**src/hw/rtl/deque_with_value_remove_assert.svh**
```systemverilog
// assertion macros shared by the deque controller and datapath
`ifndef DEQUE_WITH_VALUE_REMOVE_ASSERT_SVH
`define DEQUE_WITH_VALUE_REMOVE_ASSERT_SVH
`ifndef ASSERT_OFF
`define DWVR_ASSERT_IMP(name, pre, post, msg) \
   name: assert property (@(posedge clock) disable iff (reset) (pre) |-> (post)) \
      else $error(msg);
`define DWVR_ASSERT_NXT(name, pre, post, msg) \
   name: assert property (@(posedge clock) disable iff (reset) (pre) |=> (post)) \
      else $error(msg);
`else
`define DWVR_ASSERT_IMP(name, pre, post, msg)
`define DWVR_ASSERT_NXT(name, pre, post, msg)
`endif
`endif

```
**src/hw/rtl/dwvr_pkg.sv**
```systemverilog
// operation and status codes and controller/datapath interface types for the deque
`default_nettype none
package dwvr_pkg;

   localparam logic [2:0] OP_PUSH_BACK  = 3'd0;
   localparam logic [2:0] OP_PUSH_FRONT = 3'd1;
   localparam logic [2:0] OP_POP_BACK   = 3'd2;
   localparam logic [2:0] OP_POP_FRONT  = 3'd3;
   localparam logic [2:0] OP_REMOVE     = 3'd4;
   localparam logic [2:0] OP_CLEAR      = 3'd5;

   localparam logic [1:0] ST_DONE     = 2'd0;
   localparam logic [1:0] ST_FULL     = 2'd1;
   localparam logic [1:0] ST_EMPTY    = 2'd2;
   localparam logic [1:0] ST_NOTFOUND = 2'd3;

   localparam int OP_W     = 3;
   localparam int STATUS_W = 2;
   localparam int VALUE_W  = 32;

   typedef struct packed {
      logic load;
      logic exec;
      logic scan;
      logic shift;
      logic out_load;
   } dwvr_cmd_type;

   typedef struct packed {
      logic is_remove;
      logic hit;
      logic miss;
      logic shift_done;
   } dwvr_sts_type;

endpackage
`default_nettype wire

```
**src/hw/rtl/dwvr_dpath.sv**
```systemverilog
// deque datapath: entry memory, front pointer, count, scan/shift logic and result register
`default_nettype none
`include "deque_with_value_remove_assert.svh"
module dwvr_dpath #(
   parameter int CAPACITY = 16
) (
   input  logic                                      clock,
   input  logic                                      reset,
   input  dwvr_pkg::dwvr_cmd_type                    cmd,
   output dwvr_pkg::dwvr_sts_type                    sts,
   input  logic [dwvr_pkg::OP_W-1:0]                 req_op,
   input  logic signed [dwvr_pkg::VALUE_W-1:0]       req_value,
   output logic [dwvr_pkg::STATUS_W-1:0]             rsp_status,
   output logic [$clog2(CAPACITY+1)-1:0]             rsp_count,
   output logic signed [dwvr_pkg::VALUE_W-1:0]       rsp_front_value,
   output logic signed [dwvr_pkg::VALUE_W-1:0]       rsp_back_value
);
   import dwvr_pkg::*;

   localparam int IDX_W = $clog2(CAPACITY);
   localparam int CNT_W = $clog2(CAPACITY + 1);
   localparam int SUM_W = CNT_W + 1;

   function automatic logic [IDX_W-1:0] slot(input logic [IDX_W-1:0] base,
                                             input logic [CNT_W-1:0] off);
      logic [SUM_W-1:0] s;
      s = SUM_W'(base) + SUM_W'(off);
      if (s >= SUM_W'(CAPACITY)) begin
         s = s - SUM_W'(CAPACITY);
      end
      return s[IDX_W-1:0];
   endfunction

   logic [VALUE_W-1:0]        mem_ff [CAPACITY];
   logic [VALUE_W-1:0]        rdata_a_ff;
   logic [VALUE_W-1:0]        rdata_b_ff;

   logic [OP_W-1:0]           op_ff;
   logic [VALUE_W-1:0]        value_ff;
   logic [IDX_W-1:0]          front_ff, front_in;
   logic [CNT_W-1:0]          count_ff, count_in;
   logic [CNT_W-1:0]          idx_ff, idx_in;
   logic [CNT_W-1:0]          wr_ff, wr_in;
   logic                      rvld_ff, rvld_in;
   logic [STATUS_W-1:0]       status_ff, status_in;

   logic [STATUS_W-1:0]       out_status_ff;
   logic [CNT_W-1:0]          out_count_ff;
   logic [VALUE_W-1:0]        out_front_ff;
   logic [VALUE_W-1:0]        out_back_ff;

   logic                      full;
   logic                      empty;
   logic                      issue_ok;
   logic [IDX_W-1:0]          front_dec;
   logic [IDX_W-1:0]          front_inc;
   logic [CNT_W-1:0]          back_off;
   logic [IDX_W-1:0]          addr_a;
   logic [IDX_W-1:0]          addr_b;
   logic                      mem_we;
   logic [IDX_W-1:0]          mem_waddr;
   logic [VALUE_W-1:0]        mem_wdata;

   assign full      = (count_ff == CNT_W'(CAPACITY));
   assign empty     = (count_ff == '0);
   assign issue_ok  = (idx_ff < count_ff);
   assign front_dec = (front_ff == '0) ? IDX_W'(CAPACITY - 1) : front_ff - 1'b1;
   assign front_inc = slot(front_ff, CNT_W'(1));
   assign back_off  = empty ? '0 : count_ff - 1'b1;
   assign addr_a    = (cmd.scan || cmd.shift) ? slot(front_ff, idx_ff) : front_ff;
   assign addr_b    = slot(front_ff, back_off);

   assign sts.is_remove  = (op_ff == OP_REMOVE);
   assign sts.hit        = rvld_ff && (rdata_a_ff == value_ff);
   assign sts.miss       = !rvld_ff && !issue_ok;
   assign sts.shift_done = !rvld_ff;

   // single memory write port
   always_comb begin
      mem_we    = 1'b0;
      mem_waddr = slot(front_ff, count_ff);
      mem_wdata = value_ff;
      if (cmd.exec && !full && op_ff == OP_PUSH_BACK) begin
         mem_we = 1'b1;
      end else if (cmd.exec && !full && op_ff == OP_PUSH_FRONT) begin
         mem_we    = 1'b1;
         mem_waddr = front_dec;
      end else if (cmd.shift && rvld_ff) begin
         mem_we    = 1'b1;
         mem_waddr = slot(front_ff, wr_ff);
         mem_wdata = rdata_a_ff;
      end
   end

   always_comb begin
      front_in  = front_ff;
      count_in  = count_ff;
      status_in = status_ff;
      idx_in    = idx_ff;
      wr_in     = wr_ff;
      rvld_in   = rvld_ff;
      if (cmd.load) begin
         status_in = ST_DONE;
         idx_in    = '0;
         rvld_in   = 1'b0;
      end
      if (cmd.exec) begin
         case (op_ff)
            OP_PUSH_BACK: begin
               if (full) begin
                  status_in = ST_FULL;
               end else begin
                  count_in = count_ff + 1'b1;
               end
            end
            OP_PUSH_FRONT: begin
               if (full) begin
                  status_in = ST_FULL;
               end else begin
                  front_in = front_dec;
                  count_in = count_ff + 1'b1;
               end
            end
            OP_POP_BACK: begin
               if (empty) begin
                  status_in = ST_EMPTY;
               end else begin
                  count_in = count_ff - 1'b1;
               end
            end
            OP_POP_FRONT: begin
               if (empty) begin
                  status_in = ST_EMPTY;
               end else begin
                  front_in = front_inc;
                  count_in = count_ff - 1'b1;
               end
            end
            OP_CLEAR: begin
               front_in = '0;
               count_in = '0;
            end
            default: begin
            end
         endcase
      end
      // read one entry ahead while scanning or shifting
      if (cmd.scan || cmd.shift) begin
         if (issue_ok) begin
            idx_in  = idx_ff + 1'b1;
            rvld_in = 1'b1;
         end else begin
            rvld_in = 1'b0;
         end
      end
      if (cmd.scan && sts.hit) begin
         wr_in = idx_ff - 1'b1;
      end
      if (cmd.scan && sts.miss) begin
         status_in = ST_NOTFOUND;
      end
      if (cmd.shift && rvld_ff) begin
         wr_in = wr_ff + 1'b1;
      end
      if (cmd.shift && !rvld_ff) begin
         count_in = count_ff - 1'b1;
      end
   end

   always_ff @(posedge clock) begin
      if (reset) begin
         front_ff <= '0;
         count_ff <= '0;
         rvld_ff  <= 1'b0;
      end else begin
         front_ff <= front_in;
         count_ff <= count_in;
         rvld_ff  <= rvld_in;
      end
   end

   always_ff @(posedge clock) begin
      status_ff <= status_in;
      idx_ff    <= idx_in;
      wr_ff     <= wr_in;
      if (cmd.load) begin
         op_ff    <= req_op;
         value_ff <= req_value;
      end
      if (cmd.out_load) begin
         out_status_ff <= status_ff;
         out_count_ff  <= count_ff;
         out_front_ff  <= empty ? '0 : rdata_a_ff;
         out_back_ff   <= empty ? '0 : rdata_b_ff;
      end
   end

   always_ff @(posedge clock) begin
      if (mem_we) begin
         mem_ff[mem_waddr] <= mem_wdata;
      end
      rdata_a_ff <= mem_ff[addr_a];
      rdata_b_ff <= mem_ff[addr_b];
   end

   assign rsp_status      = out_status_ff;
   assign rsp_count       = out_count_ff;
   assign rsp_front_value = out_front_ff;
   assign rsp_back_value  = out_back_ff;

   `DWVR_ASSERT_IMP(a_count_bound, 1'b1, count_ff <= CNT_W'(CAPACITY), "count above capacity")
   `DWVR_ASSERT_IMP(a_shift_range, cmd.shift && rvld_ff, (wr_ff + 1'b1) < count_ff, "shift out of range")
   `DWVR_ASSERT_IMP(a_push_room, mem_we && cmd.exec, !full, "write into full queue")

endmodule
`default_nettype wire

```
**src/hw/rtl/dwvr_ctrl.sv**
```systemverilog
// deque controller: sequences execute, scan, shift, readout and result beat
`default_nettype none
`include "deque_with_value_remove_assert.svh"
module dwvr_ctrl (
   input  logic                   clock,
   input  logic                   reset,
   input  logic                   req_tvalid,
   output logic                   req_tready,
   output logic                   rsp_tvalid,
   input  logic                   rsp_tready,
   output dwvr_pkg::dwvr_cmd_type cmd,
   input  dwvr_pkg::dwvr_sts_type sts
);
   import dwvr_pkg::*;

   localparam logic [2:0] ST_IDLE  = 3'd0;
   localparam logic [2:0] ST_EXEC  = 3'd1;
   localparam logic [2:0] ST_SCAN  = 3'd2;
   localparam logic [2:0] ST_SHIFT = 3'd3;
   localparam logic [2:0] ST_READ  = 3'd4;
   localparam logic [2:0] ST_FLUSH = 3'd5;

   logic [2:0] state_ff, state_in;
   logic       rsp_valid_ff, rsp_valid_in;

   always_comb begin
      state_in     = state_ff;
      rsp_valid_in = rsp_valid_ff && !rsp_tready;
      cmd          = '0;
      case (state_ff)
         ST_IDLE: begin
            if (req_tvalid) begin
               cmd.load = 1'b1;
               state_in = ST_EXEC;
            end
         end
         ST_EXEC: begin
            cmd.exec = 1'b1;
            state_in = sts.is_remove ? ST_SCAN : ST_READ;
         end
         ST_SCAN: begin
            cmd.scan = 1'b1;
            if (sts.hit) begin
               state_in = ST_SHIFT;
            end else if (sts.miss) begin
               state_in = ST_READ;
            end
         end
         ST_SHIFT: begin
            cmd.shift = 1'b1;
            if (sts.shift_done) begin
               state_in = ST_READ;
            end
         end
         ST_READ: begin
            state_in = ST_FLUSH;
         end
         ST_FLUSH: begin
            if (!rsp_valid_ff || rsp_tready) begin
               cmd.out_load = 1'b1;
               rsp_valid_in = 1'b1;
               state_in     = ST_IDLE;
            end
         end
         default: begin
            state_in = ST_IDLE;
         end
      endcase
   end

   always_ff @(posedge clock) begin
      if (reset) begin
         state_ff     <= ST_IDLE;
         rsp_valid_ff <= 1'b0;
      end else begin
         state_ff     <= state_in;
         rsp_valid_ff <= rsp_valid_in;
      end
   end

   assign req_tready = (state_ff == ST_IDLE);
   assign rsp_tvalid = rsp_valid_ff;

   `DWVR_ASSERT_NXT(a_accept_exec, req_tvalid && req_tready, state_ff == ST_EXEC, "accept did not start execute")
   `DWVR_ASSERT_NXT(a_flush_beat, cmd.out_load, rsp_valid_ff, "result beat not raised")
   `DWVR_ASSERT_IMP(a_one_phase, cmd.scan || cmd.shift, !cmd.exec && !cmd.load, "overlapping phases")

endmodule
`default_nettype wire

```
**src/hw/rtl/deque_with_value_remove.sv**
```systemverilog
// top level of the bounded deque of signed 32-bit values with remove-by-value
//
//   channel  dir  tdata                              tuser
//   req_     in   [31:0] value                       [2:0] op
//   rsp_     out  count, front_value, back_value     [1:0] status
//
// push, pop, clear and unknown ops pass from accept through the execute, read and flush states to the result beat
// remove runs a one-entry-per-cycle scan, then a shift
// of the later entries one per cycle, both on the entry memory's read/write ports
// a new beat is accepted once the previous one has been written to the result register
// reset clears the pointers and count; memory contents stay undefined and are never read
`default_nettype none
module deque_with_value_remove #(
   parameter int CAPACITY = 16
) (
   input  logic                                              clock,
   input  logic                                              reset,
   input  logic                                              req_tvalid,
   output logic                                              req_tready,
   input  logic [31:0]                                       req_tdata,  // value
   input  logic [2:0]                                        req_tuser,  // op
   output logic                                              rsp_tvalid,
   input  logic                                              rsp_tready,
   // count, front_value, back_value
   output logic [(($clog2(CAPACITY+1)+64+7)/8)*8-1:0]        rsp_tdata,
   output logic [1:0]                                        rsp_tuser   // status
);
   import dwvr_pkg::*;

   localparam int CNT_W      = $clog2(CAPACITY + 1);
   localparam int RSP_DATA_W = ((CNT_W + 2 * VALUE_W + 7) / 8) * 8;

   dwvr_cmd_type               cmd;
   dwvr_sts_type               sts;
   logic [CNT_W-1:0]           rsp_count;
   logic signed [VALUE_W-1:0]  rsp_front_value;
   logic signed [VALUE_W-1:0]  rsp_back_value;

   dwvr_ctrl u_ctrl (
      .clock      (clock),
      .reset      (reset),
      .req_tvalid (req_tvalid),
      .req_tready (req_tready),
      .rsp_tvalid (rsp_tvalid),
      .rsp_tready (rsp_tready),
      .cmd        (cmd),
      .sts        (sts)
   );

   dwvr_dpath #(
      .CAPACITY (CAPACITY)
   ) u_dpath (
      .clock           (clock),
      .reset           (reset),
      .cmd             (cmd),
      .sts             (sts),
      .req_op          (req_tuser),
      .req_value       (req_tdata),
      .rsp_status      (rsp_tuser),
      .rsp_count       (rsp_count),
      .rsp_front_value (rsp_front_value),
      .rsp_back_value  (rsp_back_value)
   );

   assign rsp_tdata = RSP_DATA_W'({rsp_back_value, rsp_front_value, rsp_count});

endmodule
`default_nettype wire

```
**config.mk**
```make
export PLATFORM = sky130hd
export DESIGN_NAME = deque_with_value_remove
export DESIGN_NICKNAME = d
export VERILOG_FILES = /design/src/hw/rtl/dwvr_pkg.sv /design/src/hw/rtl/dwvr_dpath.sv /design/src/hw/rtl/dwvr_ctrl.sv /design/src/hw/rtl/deque_with_value_remove.sv
export VERILOG_INCLUDE_DIRS = /design/src /design/src/hw/rtl
export SDC_FILE = /design/constraint.sdc
export NUM_CORES = 1
export LEC_CHECK = 0
export BUFFER_PORTS_ARGS = -buffer_cell sky130_fd_sc_hd__buf_2
export CAP_MARGIN = 20
export CORE_MARGIN = 3
export CORE_UTILIZATION = 55
export DETAILED_ROUTE_END_ITERATION = 12
export GPL_ROUTABILITY_DRIVEN = 0
export PLACE_DENSITY = 0.75
export SLEW_MARGIN = 15
export SYNTH_ARGS = -nofsm -noshare
export SYNTH_HDL_FRONTEND = slang
export SYNTH_SLANG_ARGS = --single-unit
export TNS_END_PERCENT = 20
```
**constraint.sdc**
```tcl
create_clock -name clock -period 4.22 [get_ports clock]
set_input_delay 0 -clock clock [delete_from_list [all_inputs] [get_ports clock]]
set_output_delay 0 -clock clock [all_outputs]
set_load 0.01 [all_outputs]
```
==> Yosys cells after proc, flatten, opt, wreduce, memory -nomap -nowiden <==
Memory sizes are Yosys's and may differ from the RTL's. A register that Yosys moved wholly into a read port is not among the register bits.
Index checks and enable logic that the tools add are counted.
{ "classes": {"addsub": 16, "order_cmp": 6, "eq_ne": 20, "muxes": 56, "reduce_logical": 31} }
{ "ops": {"columns": ["cell", "n"], "rows": [
  ["32-bit 2-to-1 mux", 3],
  ["5-bit 2-to-1 mux", 10],
  ["4-bit 2-to-1 mux", 12],
  ["32-bit == test", 1],
  ["4-bit by 5-bit adder with 6-bit output", 4],
  ["6-bit by 5-bit greater-or-equal comparator with 1-bit output (second input constant)", 4],
  ["4-bit by 1-bit subtractor with 4-bit output (second input constant)", 6],
  ["3-bit 2-to-1 mux", 6],
  ["3-bit one-hot mux with 6 select lines", 1],
  ["1-bit 2-to-1 mux", 17],
  ["5-bit by 1-bit adder with 5-bit output (second input constant)", 3],
  ["5-bit one-hot mux with 3 select lines", 1],
  ["3-bit by 2-bit == test with 1-bit output (second input constant)", 4],
  ["3-bit == test (second input constant)", 4],
  ["4-bit one-hot mux with 3 select lines", 1],
  ["4-bit AND reduction", 3],
  ["1-bit logical AND", 10],
  ["5-bit by 1-bit subtractor with 5-bit output (second input constant)", 2],
  ["2-bit 2-to-1 mux", 4],
  ["2-bit inequality test (second input constant)", 4],
  ["3-bit by 1-bit == test with 1-bit output (second input constant)", 2],
  ["3-bit zero test", 2],
  ["3-bit inequality test (second input constant)", 2],
  ["2-bit nonzero test", 3],
  ["other kinds (14)", 20]
]} }
{ "word_totals": {"reg_bits": 132, "mem_bits_rw": 512, "inputBits": 39, "out_inout_bits": 76, "wordCells": 144, "n_memories": 1} }
{ "memory_table": {"columns": ["name", "words", "word_bits", "read_ports", "rd_ports_with_merged_regs", "write_ports", "line", "rtl"], "rows": [
  ["u_dpath.mem_ff", 16, 32, 2, 2, 1, "dwvr_dpath.sv:34", "logic [VALUE_W-1:0] mem_ff [CAPACITY];"]
]} }

==> Depth between registers and ports, before layout <==
Gate-level depths: netlist (run 1).
{ "depth": {"ltp_word": 8, "mapped_depth": 14, "mapped_depth_nobuf": 11} }

==> Modules after synthesis <==
Synthesis (run 1) repeated with hierarchy kept, for this count alone.
{ "hier_totals": {"hier_cells": 1615, "hier_area_um2": 31396.4} }
{ "by_module_without_submodules": {"columns": ["module", "instances", "cells_per_inst", "area_per_inst_um2", "seq_area_each_um2"], "rows": [
  ["dwvr_dpath", 1, 1577, 31096.1, 20299.5],
  ["dwvr_ctrl", 1, 34, 274.0, 80.1],
  ["deque_with_value_remove", 1, 4, 26.3, 0.0]
]} }

==> Worst setup path before layout (run 1) <==
No wires, ideal clock.
{ "synth_path": {"path_kind": "register -> register", "startpoint": "reg u_dpath.count_ff[0]", "endpoint": "reg u_dpath.rdata_b_ff[0], read port of u_dpath.mem_ff", "setup_ns": 0.136, "arrival_time_ns": 3.963, "required_ns": 4.084, "setup_slack_ns": 0.121, "stages_incl_launch_ff": 14, "path_buffers": 4, "period_less_slack_ns": 4.099, "path_cell_list": "dfxtp_1 > clkbuf_1 > inv_1 > ha_1 > or3b_4 > nor2_8 > buf_1 > nor2_1 > ha_1 > fa_1 > clkbuf_1 > clkbuf_1 > mux4_2 > mux4_1"} }
{ "synth_via": {"elab_chain_len": 5, "word_cells_on_any_way": 7, "classes_between": "add/sub: 3; order compare: 1; mux: 2; reduce/logical: 1"} }
{ "synth_lines": {"columns": ["element", "line", "rtl"], "rows": [
  ["start, declared", "dwvr_dpath.sv:41", "logic [CNT_W-1:0] count_ff, count_in;"],
  ["start signal, assigned", "dwvr_dpath.sv:177", "count_ff <= count_in;"],
  ["5-bit by 1-bit subtractor with 5-bit output or 5-bit zero test (tied branches)", "dwvr_dpath.sv:69, dwvr_dpath.sv:65", null],
  ["5-bit 2-to-1 mux *", "dwvr_dpath.sv:69", "assign back_off = empty ? '0 : count_ff - 1'b1;"],
  ["4-bit by 5-bit adder with 6-bit output *", "dwvr_dpath.sv:27", "s = SUM_W'(base) + SUM_W'(off);"],
  ["6-bit by 5-bit greater-or-equal comparator with 1-bit output or 4-bit by 1-bit subtractor with 4-bit output (tied branches)", "dwvr_dpath.sv:28, dwvr_dpath.sv:29", null],
  ["4-bit 2-to-1 mux *", "dwvr_dpath.sv:28", "if (s >= SUM_W'(CAPACITY)) begin"],
  ["end, declared", "dwvr_dpath.sv:36", "logic [VALUE_W-1:0] rdata_b_ff;"]
]} }
Mark *: on every way between the ends. The rest lies on a longest branch, timed or not.
A chain may end at the register's enable or synchronous reset.

==> Worst setup path in the final report (run 1) <==
{ "layout_path": {"startpoint": "reg u_dpath.count_ff[1]", "endpoint": "reg u_dpath.rdata_b_ff[16], read port of u_dpath.mem_ff"} }
The elaborated chain is that of the path after synthesis.

==> results.txt, run 1 <==
* Drt wl/cell: 27.6 um
- Setup slack on the worst reg-to-reg path comes out at ~0.23 ns.
- Switching power as a share of total power: 0.249
- After clock tree synthesis, the setup repair step added 0 buffers.
* Sequential fraction of the synthesis area: 0.628
* Width of the chip: 249 um
- Avg Inst Size Synth: ~17 sq um
- CP arrival: 4.47 ns
* Power dissipated by switching net loads: around 4.6 mW
- Starting utilization of the core area: 0.559
- Of the total synthesized cell area, the portion taken by XOR and XNOR cells is 0.0145.
- Counting along the longest clock path gives a buffer depth of 3.
- Critical Path Most Common Cell: sky130_fd_sc_hd__mux4_2
- Routed Antenna Nets: 0
- In the synthesized netlist the async set-or-reset flop fraction comes to 0.
* TritonCTS Buffers: between 70 and 80
* Register bit total from synthesis: 707
- Minimum clock period: approximately 4.0 ns
- The internal power of the cells totals 13.8 mW.
- Summing over every cut layer, the via total after detailed routing is 18.5k.
* CP Launch Point: u_dpath.count_ff[1]
- Most used standard cell by instance count after synthesis: sky130_fd_sc_hd__edfxtp_1
- Of the total power, combinational logic draws 0.181.
- IR analysis of the VDD net gives a maximum drop of 0.337 mV.
* Fraction of power consumed by sequential logic: 0.450
- Most frequent cells after synthesis: 622 x sky130_fd_sc_hd__edfxtp_1, 482 x sky130_fd_sc_hd__mux2i_1, 158 x sky130_fd_sc_hd__mux4_2
- Final period util: 0.947
- At the worst endpoint, the required time is approximately 4.7 ns.
- Filler cells: 3940
- Initial antenna violation count: 1
- The critical path in this run is classified as reg2reg.
* Post-synthesis cell area: 32400 sq um
* Number of maximum-capacitance constraint violations: 0
- Fmax: roughly 0.25 GHz
* Slowest Stage Delay on Critical Path: 0.93 ns
* Crit. End Element: flip-flop
- PostCTS Resize Cnt: 0
* Combinational family with the most area after synthesis: multiplexers
- Number of failing hold endpoints at the final stage: 0
- CP Depth: 10
- Number of flops mapped to enable cells by yosys: 622
* Number of buffer and inverter instances along the worst setup path: 3
- The number of different library cells used by synthesis comes to 67.
* CTS tree: done
- Worst-Margin Slew: between 1 and 1.5 ns
* Post-place setup slack: 0.297 ns
- Setup violations remaining at the end of the flow were counted as 0.
* Worst path cell trace: inv_2, ha_1, or3b_4, nor2_8, buf_4, nor2_1, fa_4, buf_12, mux4_2, mux4_2
- Share of post-route cells with drive strength above 1: 0.222
- CTS clock-pin slew for the worst setup and hold paths: around 0.060 ns
- Entering global routing, the biggest net connects 72 pins.
* Share of Yosys cell area claimed by the top area cell type: 0.576
* Vertical extent of the die: 249 um
- Input and output buffers added on the ports amount to 111.
* Antenna Diode Count: 0
- Hold-fix buffers, CTS: 38
- In the final timing run, aggregate negative setup slack is 0 ns.
* Grt total ovfl: 0
- Placed Instance Area: 34300 sq um
- Worst setup slack after layout: 0.225 ns
- Of the total synthesized cell area, the portion taken by full adders, half adders and majority gates is 0.0113.
* Num rows: 88
- The region available for standard cell placement spans 58000 sq um.
- Number of warnings issued by yosys: 0
- Number of clock sinks: between 700 and 800
- For this design the top-level I/O count stands at 115.
- Path class of the lowest-slack min-delay path: in2reg
- Power spread over the standard cell area amounts to 494 nW/um^2.
- Share of total power in the clock network: 0.369
- With fillers left out, the area of the finished cells amounts to 37300 sq um.
- Portion of netlist area occupied by mux cells: 0.260
* Clock tree root buffer cell: sky130_fd_sc_hd__clkbuf_16
- Layout overhead on the synthesized area: 14.8%
- Worst hold start: req_tdata[18]
- The number of cells on the worst reg-to-reg path is 10.
- Along the worst path, the maximum fanout reaches 56.
- On the critical path, the stage with the largest delay is an instance of sky130_fd_sc_hd__fa_4.
- Synthesis produced 1951 cells.
- For this run, design rule violations remaining after detail routing come to 0.
- Worst-skew pair later-pin latency: 0.61 ns
* Die footprint: 61900 sq um
- Pins Over Slew Limit: 0
- The analysis attributes to cell leakage a power of 14.5 nW.
- In this run, the number of DRC markers left after iteration 0 of detailed routing was 1960.
- Wires add up to 81000 um.
- The via count of the first global-routing pass came to 19.1k.
* Post-detailed-route via-to-cell ratio: 6.30
- Among all flip-flop cells after synthesis, the most frequent one is sky130_fd_sc_hd__edfxtp_1.
- Simple-gate portion of the synthesized area: 0.0443
* Fraction of the mapped netlist area in compound gates: 0.0190
- After synthesis, the cell types taking the most area are sky130_fd_sc_hd__edfxtp_1 58%, sky130_fd_sc_hd__mux2i_1 15%, sky130_fd_sc_hd__mux4_2 11%.
- The cell family contributing the most delay on the critical path is adder cells.
- Count of TritonRoute iterations in the first routing pass: 5
* First-pass GRT wire length: 121000 um
- Outcome: finished clean
- The final layout contains 2186 nets.
- The wire-length estimate of the detail-placed layout is 45200 um.
* Worst slack on hold paths: 0.0924 ns
* Relative slew slack: 0.303
* Setup repair after global routing missed its margin: false
* Biggest area consumer among synthesized cells: sky130_fd_sc_hd__edfxtp_1
- Across every metal layer, demand over resource in global routing totals 0.262.
- Across the routed clock network, the largest skew measured is 0.0265 ns.
* Hold Path Cell Cnt: 2
- CTS built an H-tree with a depth of 3.
- The worst setup path is launched from a flip-flop.
- The startpoint identified for the worst register-to-register timing path is u_dpath.count_ff[1].
[power by group through the flow]
stage	sequential [mW]	combinational, mW	clock, mW
after global placement	8.42	3.22	0
final	8.28	3.33	6.80
after detailed placement	8.42	3.31	0
after floorplan	8.31	2.45	0
after CTS	8.28	3.35	6.89
after global routing	8.30	3.55	7.19
[registers in the layout, indices dropped and copies added (netlist names), 2 cells and up]
register	count
u_dpath.idx_ff	5
u_dpath.rsp_front_value	32
u_dpath.rdata_b_ff	32
u_dpath.wr_ff	4
u_ctrl.state_ff	3
u_dpath.value_ff	32
u_dpath.rsp_count	5
u_dpath.status_ff	2
u_dpath.front_ff	4
u_dpath.rsp_status	2
u_dpath.count_ff	5
u_dpath.rdata_a_ff	32
u_dpath.op_ff	3
u_dpath.mem_ff	512
u_dpath.rsp_back_value	32
[cell families after synthesis]
group,Yosys count
muxes,642
and+or+nand+nor,290
other,1
DFF,707
buffers and inverters,136
AOI/OAI and AO/OA,95
xor gates and xnor gates,53
adders and majority gates,27
[metrics by stage]
step / instances / util / total power [mW]
floorplan: 1953 / - / 10.8
global placement: 2769 / 0.591 / 11.6
detailed placement: 2769 / 0.591 / 11.7
CTS: 2938 / 0.642 / 18.5
global route: 2939 / 0.642 / 19.0
finish: 2939 / 0.642 / 18.4
[worst reg2reg max path: cells and delay by family, from the launching register on]
kind	cells	cell delay [ns]
adder cells (fa/ha/maj)	2	1.22
multiplexers	2	0.92
buffers and inverters	3	0.72
AND/OR/NAND/NOR	3	0.70
flip-flops	1	0.32
[final timing paths]
check / endpoint
max reg2reg: u_dpath.rdata_b_ff[16]
max: u_dpath.rdata_b_ff[16]
min reg2reg: u_dpath.rsp_status[0]
min: u_dpath.value_ff[18]
[per-layer routing]
layer | GRT usage | up-vias | part of all wire
li1 | - | 8011 | -
met1 | 0.351 | 9498 | 0.40
met2 | 0.419 | 831 | 0.48
met3 | 0.0481 | 168 | 0.078
met4 | 0.128 | 2 | 0.046
met5 | 0 | - | 0.00016
[final cells by class]
cell class	count	area (sq um)	area share
flip-flops and latches	707	20400	0.547
inverters	18	67.6	0.00181
clock inverters	38	489	0.0131
repair buffers	208	1760	0.0473
well taps	765	957	0.0257
clock buffers	93	2050	0.0549
multi-input cells	1110	11500	0.310
[layout by cell type, fill, tap and decap left out, types with 7 or more instances in the layout]
| cell type | netlist | routed |
|---|---|---|
| sky130_fd_sc_hd__nor3_1 | 12 | 12 |
| sky130_fd_sc_hd__inv_1 | 15 | 14 |
| sky130_fd_sc_hd__nand4_1 | 10 | 10 |
| sky130_fd_sc_hd__nor2_1 | 41 | 25 |
| sky130_fd_sc_hd__nand2_1 | 119 | 119 |
| sky130_fd_sc_hd__nor2_4 | 0 | 16 |
| sky130_fd_sc_hd__buf_4 | 18 | 29 |
| sky130_fd_sc_hd__mux4_2 | 158 | 158 |
| sky130_fd_sc_hd__ha_1 | 23 | 22 |
| sky130_fd_sc_hd__bufinv_16 | 0 | 11 |
| sky130_fd_sc_hd__buf_12 | 0 | 29 |
| sky130_fd_sc_hd__xnor2_1 | 37 | 35 |
| sky130_fd_sc_hd__clkbuf_16 | 0 | 77 |
| sky130_fd_sc_hd__a21o_1 | 7 | 7 |
| sky130_fd_sc_hd__o21ai_0 | 15 | 15 |
| sky130_fd_sc_hd__dfxtp_1 | 85 | 85 |
| sky130_fd_sc_hd__mux2i_1 | 482 | 481 |
| sky130_fd_sc_hd__dlygate4sd3_1 | 0 | 38 |
| sky130_fd_sc_hd__a21oi_1 | 29 | 28 |
| sky130_fd_sc_hd__xor2_1 | 15 | 15 |
| sky130_fd_sc_hd__nor2b_1 | 68 | 68 |
| sky130_fd_sc_hd__buf_2 | 30 | 111 |
| sky130_fd_sc_hd__clkinvlp_4 | 0 | 7 |
| sky130_fd_sc_hd__edfxtp_1 | 622 | 622 |
| sky130_fd_sc_hd__clkbuf_1 | 45 | 10 |
| sky130_fd_sc_hd__clkinv_2 | 0 | 9 |
| sky130_fd_sc_hd__clkinv_1 | 2 | 9 |
| sky130_fd_sc_hd__nand3_1 | 10 | 10 |
(Power assumes the default switching activity.)
==> run 2: changes to the inputs <==
--- a/config.mk
+++ b/config.mk
@@ -9,10 +9,10 @@
 export BUFFER_PORTS_ARGS = -buffer_cell sky130_fd_sc_hd__buf_2
 export CAP_MARGIN = 20
 export CORE_MARGIN = 3
-export CORE_UTILIZATION = 55
+export CORE_UTILIZATION = 67
 export DETAILED_ROUTE_END_ITERATION = 12
 export GPL_ROUTABILITY_DRIVEN = 0
-export PLACE_DENSITY = 0.75
+export PLACE_DENSITY = 0.85
 export SLEW_MARGIN = 15
 export SYNTH_ARGS = -nofsm -noshare
 export SYNTH_HDL_FRONTEND = slang
==> constraint.sdc (replaced) <==
create_clock -name clock -period 4.92 [get_ports clock]
set_input_delay 0 -clock clock [delete_from_list [all_inputs] [get_ports clock]]
set_output_delay 0 -clock clock [all_outputs]
set_load 0.01 [all_outputs]
==> run 2 against run 1 <==
Critical path depth did not move. Fmax fell by 5.5%. Via count rose by 3.0%. Non-clock buffer count fell by 8. Worst setup slack improved by 0.47 ns. Critical endpoint is now u_dpath.rdata_b_ff[2].
==> results.txt, run 2 (synthesis results as in run 1) <==
- The flow ran to the end, and the final reports show no timing, DRC or antenna violations.
* Type of element launching the critical path: flip-flop
* Final WL: 81100 um
- At the worst endpoint, the arrival time is 4.70 ns.
- The library cell used most frequently in the layout, excluding fill and tap cells, is sky130_fd_sc_hd__edfxtp_1.
- The floorplan step set the die height to 226 um.
- Total half-perimeter wirelength after legalization and detailed placement: 45400 um
- Total setup violations reported at the end of the flow: 0
* Die footprint: about 51000 sq um
* Number of maximum-capacitance constraint violations: 0
- Power per Cell Area: 425 nW/um^2
- Grt total ovfl: 0
- Dividing the detail-routed via count by the number of cells gives 6.86.
* Max VDD drop: about 0.37 mV
- The largest single stage delay on the critical path is 1.16 ns.
- From synthesis to final layout, the design area changed by 13.3%.
* Worst Clk Skew: 0.0200 ns
- Tracing the worst setup path back leads to its startpoint at u_dpath.count_ff[0].
- The count of nets left with antenna violations once routing finished came out at 0.
* Final period util: 0.859
- Summed over all cells, the static leakage comes to approximately 14 nW.
- Registers take 20400 sq um.
* Relative slew slack: 0.251
- Starting utilization of the core area: 0.680
* PostCTS Resize Cnt: 0
- Among the stages of the critical path, the cell type that occurs most often is sky130_fd_sc_hd__mux4_2.
- Critical path's slowest cell: sky130_fd_sc_hd__fa_4
- Placed Instance Area: 33800 sq um
* Required time of the critical path: 5.39 ns
- Buffers added on ports: 111
* Capture point of the worst reg-to-reg path: u_dpath.rdata_b_ff[2]
* DR DRC count: 0
- The via count of the first global-routing pass was 19.2k.
* Filler cells: between 2k and 3k
* Worst-case reg-to-reg path depth: 10
- After clock tree synthesis, the flow added hold-fix buffers numbering 40.
- Setup repair after global routing left no endpoint under its margin.
- Across all register-to-register paths, the minimum setup slack is 0.69 ns.
* Number of flip-flops in the largest register: 512
* Pins Over Slew Limit: 0
- Adding up every negative setup slack in the final design gives 0 ns.
- Clock buffer depth: 3
- Crit Reg-Reg Startpoint: u_dpath.count_ff[0]
* First-pass GRT wire length: ~120000 um
* Clock tree root buffer cell: sky130_fd_sc_hd__clkbuf_16
- Entering global routing, the biggest net connects 72 pins.
* Hold Path Cell Cnt: 2
- Share of post-route cells with drive strength above 1: 0.220
- The clock period could shrink to ~4.2 ns.
- I/O pin cnt: 115
- DR iter-0 viols: 2539
- Static timing analysis puts the maximum clock frequency at 0.237 GHz.
- Post-CTS setup buffer count: 0
- Following the worst setup path forward leads to its endpoint at u_dpath.rdata_b_ff[2].
- The min-delay analysis places its worst path in the category in2reg.
- Maximum fanout encountered on the critical timing path: 51
- Counting the buffers created by CTS gives 70.
* Initial antenna violation count: 0
- # nets final: 2173
- Worst-skew pair later-pin latency: 0.61 ns
* Crit. End Element: flip-flop
- In the layout the commonest cells are 622 x sky130_fd_sc_hd__edfxtp_1, 481 x sky130_fd_sc_hd__mux2i_1, 158 x sky130_fd_sc_hd__mux4_2, 119 x sky130_fd_sc_hd__nand2_1, 111 x sky130_fd_sc_hd__buf_2.
- Register with the most flip-flops: u_dpath.mem_ff
- After clock tree synthesis, the clock-pin slew on the worst setup and hold paths is 0.06 ns.
* WS Path Type: reg2reg
- From left edge to right edge, the die measures 226 um.
- The pre-antenna-repair detailed-routing pass consisted of 5 iterations.
- The core region is 47700 sq um.
- Number of clock sinks: 707
* Number of failing hold endpoints at the final stage: 0
- Worst-Margin Slew: 1.12 ns
- Total via count in the routed design: about 19k
* Worst path cell trace: inv_1, ha_1, or3b_4, nor2_8, nor2_1, ha_4, fa_4, buf_12, mux4_2, mux4_2
* H-Tree Depth: 3
* Drt wl/cell: 29.2 um
* Num rows: 80
- TritonCTS built the clock tree.
- The multi-input combinational cells in the finished layout cover a total of 11500 sq um.
- With fillers left out, the area of the finished cells amounts to 36800 sq um.
- In the global route stage, overall resource usage came out at 0.321.
## run 2: cell count changes in the layout (fill, tap and decap cells not counted), moves of 3 or more
cell	delta
sky130_fd_sc_hd__buf_12	-16
sky130_fd_sc_hd__clkbuf_8	+6
sky130_fd_sc_hd__buf_4	+5
sky130_fd_sc_hd__clkinv_1	-4
sky130_fd_sc_hd__clkinv_2	+4
sky130_fd_sc_hd__clkbuf_16	-3
sky130_fd_sc_hd__inv_6	-3
## run 2: worst min path at each step
stage                   from                   end  slack [ns]
2_1_floorplan   req_tuser[0]      u_dpath.op_ff[0]         0.1
3_3_place_gp   req_tdata[13]  u_dpath.value_ff[13]        0.18
3_5_place_dp   req_tdata[18]  u_dpath.value_ff[18]        0.18
4_1_cts        req_tdata[10]  u_dpath.value_ff[10]        0.07
5_1_grt         req_tdata[3]   u_dpath.value_ff[3]        0.09
6_report        req_tdata[1]   u_dpath.value_ff[1]        0.10
## run 2: metrics by stage
stage               total power [mW]  utilization  hold WS (ns)  std cells  worst slack (ns)
floorplan                       9.23            -        0.0989       1953             0.821
global placement                9.90        0.709         0.177       2608             0.835
finish                          15.6        0.770         0.104       2780             0.695
CTS                             15.7        0.769        0.0716       2777             0.719
detailed placement              10.0        0.709         0.178       2608             0.722
global route                    16.1        0.770        0.0938       2779             0.531
## run 2: worst max-delay path, delay by kind of cell, from the launching register on
family	cells	cell delay [ns]
mux	2	0.84
simple gates	3	0.69
buf+inv	2	0.51
flops	1	0.41
fa+ha+maj	3	1.62
## run 2: cell type report
type,count,area share
multi-input combinational,1110,0.314
timing repair buffer,200,0.0410
inverter,18,0.00184
clock buffer,94,0.0557
clock inverter,35,0.0121
tap,615,0.0209
antenna,1,0.0000681
sequential,707,0.554
## run 2: power by group
part	internal, mW	leakage, nW	switching, mW
Combinational	1.39	6.80	1.43
Sequential	6.90	6.34	0.219
Clock	3.42	1.22	2.28
Total	11.7	14.4	3.93
## run 2: metal layers
metal	vias to the layer above	GRT usage	routed length (um)
li1	7972	-	-
met1	9639	0.432	30000
met2	1218	0.520	39300
met3	238	0.0594	7840
met4	0	0.143	3870
met5	-	0	0
